<file path="src/rtl/core/dvst_pkg.sv">
// dvst_pkg: shared types and constants of the distinct value set table.
// Used by dvst_front, dvst_queue, dvst_back and distinct_value_set_table_top.
`timescale 1ns / 1ps

package dvst_pkg;

	localparam int DEPTH  = 16;
	localparam int IDX_W  = (DEPTH > 1) ? $clog2(DEPTH) : 1;
	localparam int CNT_W  = $clog2(DEPTH + 1);
	localparam int KEY_W  = 64;
	localparam int POS_W  = 8;
	localparam int ECNT_W = 9;
	localparam int QDEPTH = 2;

	// request type codes as they arrive on tuser
	localparam logic [1:0] REQ_INSERT = 2'd0;
	localparam logic [1:0] REQ_REMOVE = 2'd1;
	localparam logic [1:0] REQ_LOOKUP = 2'd2;

	typedef enum logic [1:0] {
		OP_INSERT,
		OP_REMOVE,
		OP_LOOKUP
	} op_t;

	typedef struct packed {
		op_t              op;
		logic [KEY_W-1:0] key;
	} req_t;

	typedef struct packed {
		logic              full_reject;
		logic [ECNT_W-1:0] entry_count;
		logic [POS_W-1:0]  position;
		logic              hit;
	} res_t;

endpackage

</file>
<file path="src/rtl/core/dvst_front.sv">
// dvst_front: input stage; accepts request transactions and decodes the request type.
// Depends on dvst_pkg.
`timescale 1ns / 1ps

module dvst_front (
	input  logic                      clk,
	input  logic                      arst_n,
	input  logic                      in_valid,
	output logic                      in_ready,
	input  logic [1:0]                in_type,
	input  logic [dvst_pkg::KEY_W-1:0] in_key,
	output logic                      push_valid,
	input  logic                      push_ready,
	output dvst_pkg::req_t            push_req
);

	logic           v_q;
	dvst_pkg::req_t req_q;
	dvst_pkg::op_t  op_c;

	always_comb begin
		case (in_type)
			dvst_pkg::REQ_INSERT: op_c = dvst_pkg::OP_INSERT;
			dvst_pkg::REQ_REMOVE: op_c = dvst_pkg::OP_REMOVE;
			default:              op_c = dvst_pkg::OP_LOOKUP; // unused code acts as lookup
		endcase
	end

	assign in_ready   = !v_q || push_ready;
	assign push_valid = v_q;
	assign push_req   = req_q;

	always_ff @(posedge clk or negedge arst_n) begin
		if (!arst_n) begin
			v_q <= 1'b0;
		end else if (in_valid && in_ready) begin
			v_q <= 1'b1;
		end else if (push_ready) begin
			v_q <= 1'b0;
		end
	end

	always_ff @(posedge clk) begin
		if (in_valid && in_ready) begin
			req_q.op  <= op_c;
			req_q.key <= in_key;
		end
	end

endmodule

</file>
<file path="src/rtl/core/dvst_queue.sv">
// dvst_queue: short request queue between the front and back parts.
// Depends on dvst_pkg.
`timescale 1ns / 1ps

module dvst_queue (
	input  logic           clk,
	input  logic           arst_n,
	input  logic           push_valid,
	output logic           push_ready,
	input  dvst_pkg::req_t push_req,
	output logic           pop_valid,
	input  logic           pop_ready,
	output dvst_pkg::req_t pop_req
);

	localparam int PTR_W = (dvst_pkg::QDEPTH > 1) ? $clog2(dvst_pkg::QDEPTH) : 1;
	localparam int QC_W  = $clog2(dvst_pkg::QDEPTH + 1);

	dvst_pkg::req_t   slot_q [dvst_pkg::QDEPTH];
	logic [PTR_W-1:0] wr_q;
	logic [PTR_W-1:0] rd_q;
	logic [QC_W-1:0]  cnt_q;
	logic             do_push;
	logic             do_pop;

	assign push_ready = cnt_q != QC_W'(dvst_pkg::QDEPTH);
	assign pop_valid  = cnt_q != '0;
	assign pop_req    = slot_q[rd_q];
	assign do_push    = push_valid && push_ready;
	assign do_pop     = pop_valid && pop_ready;

	always_ff @(posedge clk or negedge arst_n) begin
		if (!arst_n) begin
			wr_q  <= '0;
			rd_q  <= '0;
			cnt_q <= '0;
		end else begin
			if (do_push) begin
				wr_q <= (wr_q == PTR_W'(dvst_pkg::QDEPTH - 1)) ? '0 : wr_q + 1'b1;
			end
			if (do_pop) begin
				rd_q <= (rd_q == PTR_W'(dvst_pkg::QDEPTH - 1)) ? '0 : rd_q + 1'b1;
			end
			if (do_push && !do_pop) begin
				cnt_q <= cnt_q + 1'b1;
			end else if (do_pop && !do_push) begin
				cnt_q <= cnt_q - 1'b1;
			end
		end
	end

	always_ff @(posedge clk) begin
		if (do_push) begin
			slot_q[wr_q] <= push_req;
		end
	end

endmodule

</file>
<file path="src/rtl/core/dvst_back.sv">
// dvst_back: key table, parallel compare, append / compaction update, result register.
// Depends on dvst_pkg.
`timescale 1ns / 1ps

module dvst_back (
	input  logic           clk,
	input  logic           arst_n,
	input  logic           pop_valid,
	output logic           pop_ready,
	input  dvst_pkg::req_t pop_req,
	output logic           res_valid,
	input  logic           res_ready,
	output dvst_pkg::res_t res
);

	localparam int DEPTH = dvst_pkg::DEPTH;
	localparam int IDX_W = dvst_pkg::IDX_W;
	localparam int CNT_W = dvst_pkg::CNT_W;

	typedef enum logic [1:0] {
		ST_IDLE,
		ST_CMP,
		ST_UPD
	} state_t;

	state_t                    st_q;
	dvst_pkg::req_t            req_s1;
	logic                      hit_s2;
	logic [IDX_W-1:0]          pos_s2;
	logic [dvst_pkg::KEY_W-1:0] entries_q [DEPTH];
	logic [CNT_W-1:0]          fill_q;
	logic                      out_v_q;
	dvst_pkg::res_t            res_q;

	logic [DEPTH-1:0] match_c;
	logic             hit_c;
	logic [IDX_W-1:0] pos_c;
	logic             upd_go;
	logic             is_full;
	logic             ins_do;
	logic             rem_do;
	logic             reject_c;
	logic [CNT_W-1:0] fill_nx;

	always_comb begin
		for (int i = 0; i < DEPTH; i++) begin
			match_c[i] = (entries_q[i] == req_s1.key) && (CNT_W'(i) < fill_q);
		end
		hit_c = |match_c;
		pos_c = '0;
		for (int i = DEPTH - 1; i >= 0; i--) begin
			if (match_c[i]) begin
				pos_c = IDX_W'(i);
			end
		end
	end

	assign is_full  = fill_q == CNT_W'(DEPTH);
	assign ins_do   = (req_s1.op == dvst_pkg::OP_INSERT) && !hit_s2 && !is_full;
	assign rem_do   = (req_s1.op == dvst_pkg::OP_REMOVE) && hit_s2;
	assign reject_c = (req_s1.op == dvst_pkg::OP_INSERT) && !hit_s2 && is_full;

	always_comb begin
		fill_nx = fill_q;
		if (ins_do) begin
			fill_nx = fill_q + 1'b1;
		end else if (rem_do) begin
			fill_nx = fill_q - 1'b1;
		end
	end

	assign upd_go    = !out_v_q || res_ready;
	assign pop_ready = (st_q == ST_IDLE) || ((st_q == ST_UPD) && upd_go);
	assign res_valid = out_v_q;
	assign res       = res_q;

	always_ff @(posedge clk or negedge arst_n) begin
		if (!arst_n) begin
			st_q    <= ST_IDLE;
			fill_q  <= '0;
			out_v_q <= 1'b0;
		end else begin
			if (out_v_q && res_ready && !((st_q == ST_UPD) && upd_go)) begin
				out_v_q <= 1'b0;
			end
			case (st_q)
				ST_IDLE: begin
					if (pop_valid) begin
						st_q <= ST_CMP;
					end
				end
				ST_CMP: begin
					st_q <= ST_UPD;
				end
				ST_UPD: begin
					if (upd_go) begin
						fill_q  <= fill_nx;
						out_v_q <= 1'b1;
						st_q    <= pop_valid ? ST_CMP : ST_IDLE;
					end
				end
				default: begin
					st_q <= ST_IDLE;
				end
			endcase
		end
	end

	// payload registers, no reset
	always_ff @(posedge clk) begin
		if (pop_valid && pop_ready) begin
			req_s1 <= pop_req;
		end
		if (st_q == ST_CMP) begin
			hit_s2 <= hit_c;
			pos_s2 <= pos_c;
		end
		if ((st_q == ST_UPD) && upd_go) begin
			res_q.hit         <= hit_s2;
			res_q.position    <= hit_s2 ? dvst_pkg::POS_W'(pos_s2) : '0;
			res_q.entry_count <= dvst_pkg::ECNT_W'(fill_nx);
			res_q.full_reject <= reject_c;
			for (int i = 0; i < DEPTH; i++) begin
				if (ins_do && (fill_q == CNT_W'(i))) begin
					entries_q[i] <= req_s1.key;
				end
			end
			// close the gap: every entry from the hit onward takes its upper neighbor
			for (int i = 0; i < DEPTH - 1; i++) begin
				if (rem_do && (IDX_W'(i) >= pos_s2)) begin
					entries_q[i] <= entries_q[i + 1];
				end
			end
		end
	end

`ifndef SYNTH
	a_fill_range: assert property (@(posedge clk) disable iff (!arst_n)
		fill_q <= CNT_W'(DEPTH))
		else $error("fill count beyond table depth");

	a_upd_after_cmp: assert property (@(posedge clk) disable iff (!arst_n)
		(st_q == ST_UPD) |-> ($past(st_q) == ST_CMP || $past(st_q) == ST_UPD))
		else $error("update entered without compare");

	a_fill_only_upd: assert property (@(posedge clk) disable iff (!arst_n)
		(fill_q != $past(fill_q)) |-> ($past(st_q) == ST_UPD))
		else $error("fill count changed outside update");

	a_reject_no_hit: assert property (@(posedge clk) disable iff (!arst_n)
		out_v_q |-> !(res_q.hit && res_q.full_reject))
		else $error("result both hit and rejected");

	a_pos_zero_miss: assert property (@(posedge clk) disable iff (!arst_n)
		(out_v_q && !res_q.hit) |-> (res_q.position == '0))
		else $error("position set on a miss");
`endif

endmodule

</file>
<file path="src/rtl/core/distinct_value_set_table_top.sv">
// distinct_value_set_table_top: top level of the ordered set of distinct 64-bit keys.
// Depends on dvst_pkg, dvst_front, dvst_queue, dvst_back.
//
// Usage:
//   Requests enter on the s_axis channel: tuser carries the request type (insert if
//   absent, remove, lookup; the unused code acts as a lookup), tdata the 64-bit key.
//   Each request gives exactly one result transaction on m_axis: hit, position of the
//   key before the request, entry count after it, and the full-table reject flag.
//   Keys compare as raw bit patterns; a remove shifts later entries down by one.
// Timing:
//   An accepted request on an idle block passes the input register, queue write,
//   request register, compare and update before m_axis_tvalid. The table logic takes
//   the next request in the update state of the last, so each request has a compare
//   and an update state. A 2-entry queue sits between the input stage and the table.
// Reset and stall:
//   arst_n clears the table to empty and drops any queued or pending transactions.
//   When m_axis_tready is low the result register holds; the table finishes its
//   compare, then waits, and the queue and input stage keep taking requests until
//   full, after which s_axis_tready goes low.
`timescale 1ns / 1ps

module distinct_value_set_table_top (
	input  logic        clk,
	input  logic        arst_n,
	input  logic        s_axis_tvalid,
	output logic        s_axis_tready,
	input  logic [63:0] s_axis_tdata,  // [63:0] key
	input  logic [1:0]  s_axis_tuser,  // [1:0] req_type
	output logic        m_axis_tvalid,
	input  logic        m_axis_tready,
	output logic [23:0] m_axis_tdata   // [0] hit, [8:1] position, [17:9] entry_count,
	                                   // [18] full_reject, [23:19] zero
);

	logic           push_valid;
	logic           push_ready;
	dvst_pkg::req_t push_req;
	logic           pop_valid;
	logic           pop_ready;
	dvst_pkg::req_t pop_req;
	dvst_pkg::res_t res;

	dvst_front u_front (
		.clk        (clk),
		.arst_n     (arst_n),
		.in_valid   (s_axis_tvalid),
		.in_ready   (s_axis_tready),
		.in_type    (s_axis_tuser),
		.in_key     (s_axis_tdata),
		.push_valid (push_valid),
		.push_ready (push_ready),
		.push_req   (push_req)
	);

	dvst_queue u_queue (
		.clk        (clk),
		.arst_n     (arst_n),
		.push_valid (push_valid),
		.push_ready (push_ready),
		.push_req   (push_req),
		.pop_valid  (pop_valid),
		.pop_ready  (pop_ready),
		.pop_req    (pop_req)
	);

	dvst_back u_back (
		.clk       (clk),
		.arst_n    (arst_n),
		.pop_valid (pop_valid),
		.pop_ready (pop_ready),
		.pop_req   (pop_req),
		.res_valid (m_axis_tvalid),
		.res_ready (m_axis_tready),
		.res       (res)
	);

	assign m_axis_tdata = {5'b0, res.full_reject, res.entry_count, res.position, res.hit};

endmodule

</file>
<file path="config.mk">
export PLATFORM = sky130hd
export DESIGN_NAME = distinct_value_set_table_top
export DESIGN_NICKNAME = d
export VERILOG_FILES = /design/src/rtl/core/dvst_pkg.sv /design/src/rtl/core/dvst_front.sv /design/src/rtl/core/dvst_queue.sv /design/src/rtl/core/dvst_back.sv /design/src/rtl/core/distinct_value_set_table_top.sv
export SDC_FILE = /design/constraint.sdc
export NUM_CORES = 2
export LEC_CHECK = 0
export BUFFER_PORTS_ARGS = -buffer_cell sky130_fd_sc_hd__buf_2
export CAP_MARGIN = 20
export CORE_UTILIZATION = 55
export DETAILED_ROUTE_END_ITERATION = 7
export PLACE_DENSITY = 0.71
export SYNTH_ARGS = -nofsm -noshare
export SYNTH_HDL_FRONTEND = slang
export SYNTH_SLANG_ARGS = --single-unit
</file>
<file path="constraint.sdc">
create_clock -name clk -period 12.5 [get_ports clk]
set_input_delay 0.625 -clock clk [delete_from_list [all_inputs] [get_ports clk]]
set_output_delay 0.625 -clock clk [all_outputs]
set_load 0.1 [all_outputs]
</file>
==> flow_metrics.py <==
metrics = {
    "outcome": {
        "status": "complete, no violations",
    },
    "die": {
        "rows": 125,
        "die_area_um2": 119000,
        "start_util_pct": 55.6,
        "ios": 96,
        "die_w_um": 345,
        "core_um2": 116000,
        "fp.dieH_um": 345,
    },
    "worst_setup_path": {
        "required_ns": 13.15,
        "crit_type": "register to register",
        "cp_top_family": "buffers and inverters",
        "rr_endpoint": "u_back.entries_q[0][534]",
        "cp_num_buf_inv": 5,
        "path_cells": "inv_1 -> ha_1 -> a31oi_4 -> nand2_4 -> or3_2 -> buf_4 -> o21ai_4 -> buf_4 -> or4_4 -> buf_4 -> buf_4 -> nand2_1 -> nand2_1",
        "critPathMostFrequentCell": "buf_4",
        "cp_max_fo": 94,
        "r2r_slack_ns": 5.83,
        "arrival_ns": 7.32,
        "crit_path_end_kind": "register",
        "r2r_cells": 13,
        "slowest_delay_ns": 0.92,
        "r2r-start": "u_back.fill_q[1]",
        "slowest_stage": "or4_4",
        "startpoint_type": "register",
    },
    "timing": {
        "fin_worst_skew_ns": 0.0281,
        "max_clock_freq_mhz": 150,
        "finalHoldViolations": 0,
        "rsz0062_at_grt": "no",
        "fin_crit_sh_pct": 53.4,
        "slew_violations": 0,
        "setup_violations": 0,
        "slew_headroom_pct": 5.83,
        "fin_setup_tns_ns": 0,
        "worst_pin_slew_ns": 1.40,
        "whs_ns": 0.0303,
        "layout_min_cycle_time_ns": 6.67,
    },
    "global_routing": {
        "grt_pass1_wl_um": 345000,
        "antenna_found_initial": 11,
        "grt_util_all_layers_pct": 41.3,
        "first_global_vias": 45500,
        "grt_max_degree": 174,
        "grt_overflow": 0,
    },
    "yosys": {
        "yosys.area.top_type": "edfxtp_1",
        "synth_enable_flop_cells": 1304,
        "yosysTopAreaCellShare_pct": 60.5,
        "ys_seq_area_share_pct": 61.0,
        "synthArstFlopShare_pct": 0.987,
        "netlist_area_um2": 64700,
        "synthTopCellsByArea": "edfxtp_1 (60%), nand2_1 (11%), xnor2_1 (7.1%)",
        "ys_types": 70,
        "synth-seq-cells": 1317,
        "syn-instance-count": 5872,
        "ys.flop_type": "edfxtp_1",
        "yosys_warnings": 0,
        "syn_avg_cell_area_um2": 11.0,
    },
    "power_and_ir_drop": {
        "ir_worst_vdd_v": 0.000196,
        "powerDensity_nw_per_um2": 253,
        "p_leak_nw": 25.3,
    },
    "cts": {
        "clock_latency_ns": 0.78,
        "clockRootBuffer": "clkbuf_16",
        "cts_buffers": 143,
        "post_cts_buffers": 0,
        "clk_pin_slew_ns": 0.07,
        "clock-sinks": 1317,
        "htreeDepth": 4,
        "cts_tree": "done",
        "ctsResizeCount": 0,
        "ctsLongestPathBuffers": 3,
    },
    "drt": {
        "vias": 49600,
        "firstDrtPassIters": 7,
        "avgRoutedWirePerCell_um": 33.3,
        "drtIter0Drc": 9249,
        "wirelength_um": 250000,
        "drc": 0,
        "ant_nets": 0,
        "vias_per_cell": 6.60,
    },
    "cells_and_area": {
        "final_cells": 7508,
        "final_nets": 5936,
        "area_growth_syn_to_layout_pct": 9.86,
        "finish.instance_area_um2": 71100,
        "drive_above_1_share_pct": 9.33,
    },
    "job": {
        "drv_cap": 0,
    },
    "place": {
        "io_buffers": 82,
        "dp_cells": 7197,
        "gp_congestion": 1.06,
        "place_area_um2": 66100,
        "hpwlAfterDp_um": 170000,
    },
    "min_path": {
        "hold_depth": 1,
        "hold_end": "u_front.push_req[51]",
        "worstHoldStart": "s_axis_tdata[51]",
        "min_path_type": "primary input to register",
    },
}
## power by group
part	total [mW]	internal, mW	switching, mW
Sequential	6.28	5.94	0.336
Clock	4.19	2.31	1.88
Combinational	7.51	1.84	5.67
Total	18.0	10.1	7.89
## per-layer routing
| metal | vias to the layer above | track usage (%) | wire length (um) |
|---|---|---|---|
| li1 | 20100 | - | - |
| met1 | 24200 | 54.4 | 88300 |
| met2 | 4377 | 57.1 | 101000 |
| met3 | 884 | 17.4 | 42800 |
| met4 | 22 | 23.5 | 17500 |
| met5 | - | 0.680 | 278 |
## cells in the mapped netlist, types with 16 or more instances
cell type  instances
mux2_2            66
buf_4             51
nor3_1            28
nor2_1            83
nand3_1           25
o21ai_0           16
nand2_1         1888
a221oi_1          18
o21ai_1           44
xor2_1           404
nand2_4           21
o22ai_1           49
edfxtp_1        1304
xnor2_1          521
clkbuf_1         132
and2_1            25
nor4_1           127
inv_1            113
a21oi_1          397
nand2b_1          22
buf_2            208
nand4_1          162
## cell type report
class | instances | area [um^2]
fill | 9481 | 45300
sequential | 1317 | 39500
multi-input combinational | 4032 | 22900
clock buffer | 169 | 3700
tap | 1524 | 1910
timing repair buffer | 251 | 1800
clock inverter | 94 | 832
inverter | 115 | 432
antenna | 6 | 15.0
## what timing repair did
item,4_1_cts,5_1_grt
hold buffers,40,0
endpoints found under the hold margin,52,0
setup endpoints to repair,0,0
## cells by family after synthesis
group | synth area share, %
AND/OR/NAND/NOR | 16.0
flip-flops | 61.0
XOR/XNOR | 12.5
AO/OA/AOI/OAI | 5.20
buffers and inverters | 3.97
multiplexers | 1.15
adder cells (fa/ha/maj) | 0.116
other | 0.00579
## cells in the final DEF, fill, tap and decap left out, drive strengths merged, types with 40 or more instances in the layout
master / instances
nand2: 1918
edfxtp: 1304
xnor2: 521
xor2: 404
a21oi: 397
buf: 211
clkbuf: 169
nand4: 162
nor4: 128
inv: 126
nor2: 86
clkinv: 71
mux2: 66
o21ai: 61
o22ai: 49
dlygate4sd3: 40
## worst register-to-register path, cell delays in order (launching register included)
cell,delay (ns)
dfrtp_1,0.59
inv_1,0.21
ha_1,0.34
a31oi_4,0.37
nand2_4,0.17
or3_2,0.45
buf_4,0.34
o21ai_4,0.14
buf_4,0.68
or4_4,0.93
buf_4,0.97
buf_4,0.92
nand2_1,0.31
nand2_1,0.13
## registers in the layout, indices dropped and copies added (netlist names)
name	count
u_back.entries_q	1024
u_back.fill_q	5
u_back.hit_s2	1
u_back.pos_s2	4
u_back.req_s1	66
u_back.res	11
u_back.res_valid	1
u_back.st_q	2
u_front.push_req	66
u_front.push_valid	1
u_queue.cnt_q	2
u_queue.rd_q	1
u_queue.slot_q	132
u_queue.wr_q	1
## per-stage QoR
step                      utilization [%]  total power [mW]  worst slack (ns)
after floorplan                         -              10.5              4.37
after CTS                            61.1              17.5              5.98
after global placement               56.8              13.3              6.13
final                                61.1              18.0              5.83
after global routing                 61.1              18.2              5.61
after detailed placement             56.8              13.4              5.98
## worst max path at each step
stage                                start                        to  cells past startpoint
final                     u_back.fill_q[1]  u_back.entries_q[0][534]                     13
after detailed placement  u_back.fill_q[0]  u_back.entries_q[0][534]                     13
after global routing      u_back.fill_q[0]  u_back.entries_q[0][534]                     13
after global placement    u_back.fill_q[0]  u_back.entries_q[0][574]                     13
after CTS                 u_back.fill_q[0]  u_back.entries_q[0][534]                     13
after floorplan           u_back.res_valid  u_back.entries_q[0][192]                      9
No activity file was read; power rests on OpenSTA's default activity.
